==> src/hw/rtl/circular_deque_unit_assert.svh <==
// Assertion macros shared by the circular deque RTL.
// Depends on nothing; included by the top level only.
`ifndef CIRCULAR_DEQUE_UNIT_ASSERT_SVH
`define CIRCULAR_DEQUE_UNIT_ASSERT_SVH

// Same-cycle implication, masked while reset is asserted.
`define CDQ_ASSERT_NOW(label, clk, rst_n, pre, post, msg) \
    label: assert property (@(posedge clk) disable iff (!rst_n) (pre) |-> (post)) \
        else $error(msg);

// Next-cycle implication, masked while reset is asserted.
`define CDQ_ASSERT_NEXT(label, clk, rst_n, pre, post, msg) \
    label: assert property (@(posedge clk) disable iff (!rst_n) (pre) |=> (post)) \
        else $error(msg);

`endif

==> src/hw/rtl/cdq_pkg.sv <==
// Shared types and constants for the circular deque unit.
// No dependencies; imported by cdq_cell and circular_deque_unit.
package cdq_pkg;

    localparam int unsigned DATA_W        = 32;
    localparam int unsigned REQ_W         = 2;
    localparam int unsigned STATUS_W      = 2;
    localparam int unsigned CNT_W         = 7;
    localparam int unsigned DEPTH_DEFAULT = 64;
    localparam int unsigned CAP_MAX       = (1 << CNT_W) - 1;
    localparam logic [CNT_W-1:0] CAP_RESET = 7'd64;

    typedef enum logic [REQ_W-1:0] {
        REQ_PUSH_FRONT = 2'd0,
        REQ_PUSH_REAR  = 2'd1,
        REQ_POP_FRONT  = 2'd2,
        REQ_POP_REAR   = 2'd3
    } req_t;

    typedef enum logic [STATUS_W-1:0] {
        ST_DONE  = 2'd0,
        ST_FULL  = 2'd1,
        ST_EMPTY = 2'd2
    } status_t;

    // Per-cycle command broadcast to every cell of the chain.
    typedef struct packed {
        logic shift_back;   // front push: every word moves one cell rearward
        logic shift_fwd;    // front pop: every word moves one cell frontward
        logic load_rear;    // rear push: the first free cell loads the word
    } cell_cmd_t;

endpackage

==> src/hw/rtl/cdq_cell.sv <==
// One storage cell of the deque chain: holds a word, trades with neighbors.
// Depends on cdq_pkg.
module cdq_cell #(
    parameter int unsigned CMP_W    = 7,
    parameter int unsigned CELL_IDX = 0
) (
    input  logic                             clk,
    input  cdq_pkg::cell_cmd_t               cmd,
    input  logic [cdq_pkg::CNT_W-1:0]        occ,
    input  logic [cdq_pkg::DATA_W-1:0]       push_word,
    input  logic [cdq_pkg::DATA_W-1:0]       prev_word,
    input  logic [cdq_pkg::DATA_W-1:0]       next_word,
    output logic [cdq_pkg::DATA_W-1:0]       word,
    output logic [cdq_pkg::DATA_W-1:0]       tail_tap
);
    import cdq_pkg::*;

    localparam logic [CMP_W-1:0] MY_IDX = CMP_W'(CELL_IDX);

    logic [DATA_W-1:0] data_reg;
    logic [DATA_W-1:0] data_next;
    logic [CMP_W-1:0]  occ_ext;
    logic              is_free_head;
    logic              is_tail;

    assign occ_ext      = CMP_W'(occ);
    assign is_free_head = (occ_ext == MY_IDX);
    assign is_tail      = (occ != '0) && ((occ_ext - CMP_W'(1)) == MY_IDX);

    always_comb
    begin
        priority if (cmd.shift_back)
        begin
            data_next = prev_word;
        end
        else if (cmd.shift_fwd)
        begin
            data_next = next_word;
        end
        else if (cmd.load_rear && is_free_head)
        begin
            data_next = push_word;
        end
        else
        begin
            data_next = data_reg;
        end
    end

    always_ff @(posedge clk)
    begin
        data_reg <= data_next;
    end

    assign word     = data_reg;
    assign tail_tap = is_tail ? data_reg : '0;

endmodule

==> config.mk <==
export PLATFORM = sky130hd
export DESIGN_NAME = cdq_cell
export DESIGN_NICKNAME = d
export VERILOG_FILES = /design/src/hw/rtl/circular_deque_unit_assert.svh /design/src/hw/rtl/cdq_pkg.sv /design/src/hw/rtl/cdq_cell.sv
export SDC_FILE = /design/constraint.sdc
export NUM_CORES = 1
export LEC_CHECK = 0
export ABC_AREA = 1
export BUFFER_PORTS_ARGS = -buffer_cell sky130_fd_sc_hd__buf_2
export CORE_MARGIN = 2
export CORE_UTILIZATION = 39
export CTS_CLUSTER_DIAMETER = 200
export DETAILED_ROUTE_END_ITERATION = 10
export PLACE_DENSITY_LB_ADDON = 0.1
export SLEW_MARGIN = 0
export SYNTH_ARGS = -nofsm -noshare
export SYNTH_HDL_FRONTEND = slang
export SYNTH_SLANG_ARGS = --single-unit
==> constraint.sdc <==
create_clock -name clk -period 2.4 [get_ports clk]
set_input_delay 0 -clock clk [delete_from_list [all_inputs] [get_ports clk]]
set_output_delay 0 -clock clk [all_outputs]
set_load 0.005 [all_outputs]
# After elaboration in Yosys (flattened, before gate mapping)
# Cells that the tools add are included.
[classes]
muxes = 4
reduce_logical = 6
n_addsub = 1
[ops]
columns = ["cell", "n"]
rows = [
  ["$mux 32", 4],
  ["$logic_not 7->1", 2],
  ["$reduce_bool 7->1", 1],
  ["$sub 7x1->7 const B", 1],
  ["$reduce_bool 3->1", 1],
  ["$logic_and 1x1->1", 2],
]
[word_totals]
wordCells = 12
output_inout_bits = 64
ff_bits = 32

# Logic depth before layout (Yosys ltp)
[depth]
ltp_word = 5
depth_mapped = 6
mapped_depth_nobuf = 5

# Worst setup path after synthesis
# Ideal clock, no wire load.
[synth_path]
kind = "input to register"
from = "in cmd[2] (netlist name)"
to = "reg data_reg[0] (netlist: word[0]), enable pin"
setup_slack_ns = 0.642
arrival_time_ns = 1.197
required_ns = 1.839
n_path_buf = 2
path_stages = 4
setup_time_ns = 0.561
cell_sequence = "buf_2 inv_1 buf_2 nand3_1"
[synth_between]
elab_chain_len = 1
[synth_rtl]
columns = ["element", "line_no", "text"]
rows = [
  ["start, declared", "cdq_cell.sv:8", "input cdq_pkg::cell_cmd_t cmd,"],
  ["$reduce_bool 3->1 (no line)", "--", ""],
  ["end signal, assigned", "cdq_cell.sv:52", "data_reg <= data_next;"],
  ["end, declared", "cdq_cell.sv:20", "logic [DATA_W-1:0] data_reg;"],
]
# No other way between the ends.
# A chain may end at the register's enable or synchronous reset.

# Worst setup path in the final report
[layout_path]
from = "in occ[2] (netlist name)"
to = "out tail_tap[18] (netlist name)"
[layout_between]
elab_chain_len = 4
elab_cells_between_ends = 5
classes_between = "add/sub: 1; mux: 1; reduce/logical: 3"
[layout_rtl]
columns = ["element", "line_no", "text"]
rows = [
  ["start, declared", "cdq_cell.sv:9", "input logic [cdq_pkg::CNT_W-1:0] occ,"],
  ["$sub 7x1->7", "cdq_cell.sv:28", "assign is_tail = (occ != '0) && ((occ_ext - CMP_W'(1)) == MY_IDX);"],
  ["$logic_not 7->1", "cdq_cell.sv:28", ""],
  ["$logic_and 1x1->1 (*)", "cdq_cell.sv:28", ""],
  ["$mux 32 (*)", "cdq_cell.sv:56", "assign tail_tap = is_tail ? data_reg : '0;"],
  ["end, declared", "cdq_cell.sv:14", "output logic [cdq_pkg::DATA_W-1:0] tail_tap"],
]
# Mark *: on every way between the ends. The rest lies on a longest branch, timed or not.

==> flow_summary_export.csv <==
group,metric,value,unit
synth,syn_area,0.00204,mm2
floorplanning,initial_core_util,0.402,
synth,yosysSeqAreaShare,0.471,
clock_tree,clkTransAtPathRegs,0.07,ns
synth,synth_mux_area_frac,0,
timing,fin_crit,1.40,ns
routing,ant_nets,0,
synth,synth_compound_area_frac,0.157,
final_layout,drive_gt1_frac,0.505,
synth,ys_ff_latch,32,
hold_path,min_from,"prev_word[9]",
clock_tree,postCtsSetupBuffers,0,
routing,drc_errors,0,
routing,routedWlPerCell,12.5,um
global_routing,grt_pass1_wl,9.69,mm
synth,synthAdderAreaFrac,0,
worst_setup_path,crit_path_end_kind,"output port",
global_routing,use_met1,0.225,
synth,ys_warn_count,0,
global_routing,grt-ovfl-total,0,
global_routing,first_global_vias,2154,
final_layout,diodes,0,
pwr,power.switching_fraction,0.274,
worst_setup_path,critPathMaxFanout,18,
global_routing,grt-busiest-layer,"met2",
job,drv_cap,0,
floorplanning,die_x,76.3,um
final_layout,areaGrowthSynthToFinish,46.8,%
worst_setup_path,start_kind,"input pin",
timing,worst_hold_slack,0.0329,ns
final_layout,largest_reg_flops,32,
timing,setup_viol,0,
timing,tightest_slew,0.798,ns
global_routing,track_usage,0.208,
timing,max_freq,0.716,GHz
routing,drt_first_pass_iters,6,
pwr,p_per_area,478,mW/mm2
timing,rsz0062_at_grt,"no",
global_routing,antenna_found_initial,0,
worst_setup_path,worstPathArrival,1.40,ns
hold_path,hold_class,"in -> reg",
routing,routed_wl,6.15,mm
placement,place.gp.congestion,0.769,
synth,synthSimpleGateAreaFrac,0.253,
pwr,max-vdd-ir-drop,0.000309,V
timing,tns,0,ns
pwr,p_comb_frac,0.224,
synth,synth.net_count,365,
timing,slew_headroom,0.467,
timing,slew_viol_final,0,
clock_tree,cts_tree,"yes",
timing,period_share,0.582,
clock_tree,cts_buffer_depth,2,
clock_tree,cts-root-buf,"clkbuf_8",
clock_tree,cts_resized,0,
synth,synth_cells,258,
floorplanning,die_area,0.00583,mm2
hold_path,min_to,"word[9]",
status,status,"finished clean",
placement,place_hpwl,4.43,mm
pwr,leakage,1.62,nW
floorplanning,die_h,76.3,um
worst_setup_path,worstPathRequired,2.40,ns
synth,synth_top_family_by_area,"simple AND/OR/NAND/NOR gates",
synth,synth-xor-area-share,0,
pwr,seq_power_share,0.511,
global_routing,use_met3,0.0675,
worst_setup_path,timing_worst_setup_path_type,"in -> out",
synth,post_synth.cell_area_avg,7.91,um2
pwr,power.internal,1.04,mW
final_layout,layout.nets,529,
routing,drtIter0Drc,106,
clock_tree,postCtsHoldBufs,0,
clock_tree,cts_buffers,5,
hold_path,hold_depth,3,
routing,via_count,2301,
global_routing,met2_usage,0.385,
placement,port_buffers,170,
floorplanning,io_pins,171,
pwr,p_switching,0.392,mW
clock_tree,cts_max_level,2,
clock_tree,clkSinkCount,32,
synth,synthDistinctLibCells,14,
floorplanning,core-area,0.00507,mm2
floorplanning,num_rows,26,
global_routing,grt_max_degree,34,
timing,finalHoldViolCount,0,
routing,via_per_inst,4.68,
pwr,p_clk_frac,0.265,
[through the flow]
step                utilization  instances  area, um2  worst slack (ns)  power (mW)
floorplan                     -        258       2040             0.642       0.888
global placement          0.575        485       2920             0.757        1.06
detailed placement        0.575        485       2920             0.746        1.07
CTS                       0.590        492       3000             0.968        1.44
global route              0.590        492       3000             0.830        1.50
finish                    0.590        492       3000              1.00        1.43
[power by group through the flow]
stage               Sequential [mW]  Combinational [mW]  Clock (mW)
global placement              0.742               0.316           0
global route                  0.742               0.361       0.400
detailed placement            0.743               0.323           0
CTS                           0.733               0.323       0.387
floorplan                     0.746               0.142           0
finish                        0.731               0.321       0.379
[final cells by class]
class,instances,area [um2]
Fill cell,513,2080
Sequential cell,32,961
Timing Repair Buffer,174,893
Multi-Input combinational cell,173,842
Inverter,36,135
Tap cell,70,87.6
Clock buffer,5,68.8
Clock inverter,2,7.51
[critical path: stages]
cell and delay, ns:
buf_2 0.10, nor2_2 0.13, inv_1 0.06, nor2_2 0.11
nand3_2 0.42, buf_12 0.35, nor2_2 0.09, buf_2 0.12
[worst max-delay path by stage]
stage,start,end,slack (ns),cells past startpoint
3_5_place_dp,cmd[2],word[1],0.75,3
4_1_cts,occ[2],tail_tap[18],0.97,8
2_1_floorplan,cmd[2],word[0],0.64,4
6_report,occ[2],tail_tap[18],1.00,8
5_1_grt,occ[2],tail_tap[18],0.83,8
3_3_place_gp,cmd[2],word[4],0.76,3
[synth_stat cells]
library cell / n / share of area
a21oi_1: 64 / 0.16
buf_2: 8 / 0.020
buf_4: 3 / 0.011
buf_6: 3 / 0.017
clkbuf_1: 3 / 0.0055
edfxtp_1: 32 / 0.47
inv_1: 36 / 0.066
nand2_1: 36 / 0.066
nand3_1: 2 / 0.0049
nand3_2: 1 / 0.0049
nand3b_1: 1 / 0.0037
nor2_1: 37 / 0.068
nor2_2: 29 / 0.089
nor2_4: 3 / 0.017
[kinds of logic after synthesis]
family	Yosys count
buffers and inverters	53
AOI/OAI and AO/OA	64
and+or+nand+nor	109
DFF	32
[placed cells by master, fill, tap and decap left out, types with 2 or more instances in the layout]
cell type / synthesis / final
a21oi_1: 64 / 64
buf_2: 8 / 170
buf_4: 3 / 3
clkbuf_8: 0 / 5
clkinv_1: 0 / 2
edfxtp_1: 32 / 32
inv_1: 36 / 36
nand2_1: 36 / 36
nand3_2: 1 / 2
nor2_1: 37 / 37
nor2_2: 29 / 29
nor2_4: 3 / 3
[per-layer routing]
| layer | wire length [um] | up-vias | share of wire |
|---|---|---|---|
| met4 | 94 | 0 | 0.015 |
| li1 | - | 1151 | - |
| met3 | 551 | 13 | 0.090 |
| met1 | 2420 | 1030 | 0.39 |
| met2 | 3090 | 107 | 0.50 |
| met5 | 0 | - | 0 |
Note: power is estimated with default switching activity, not from simulation.
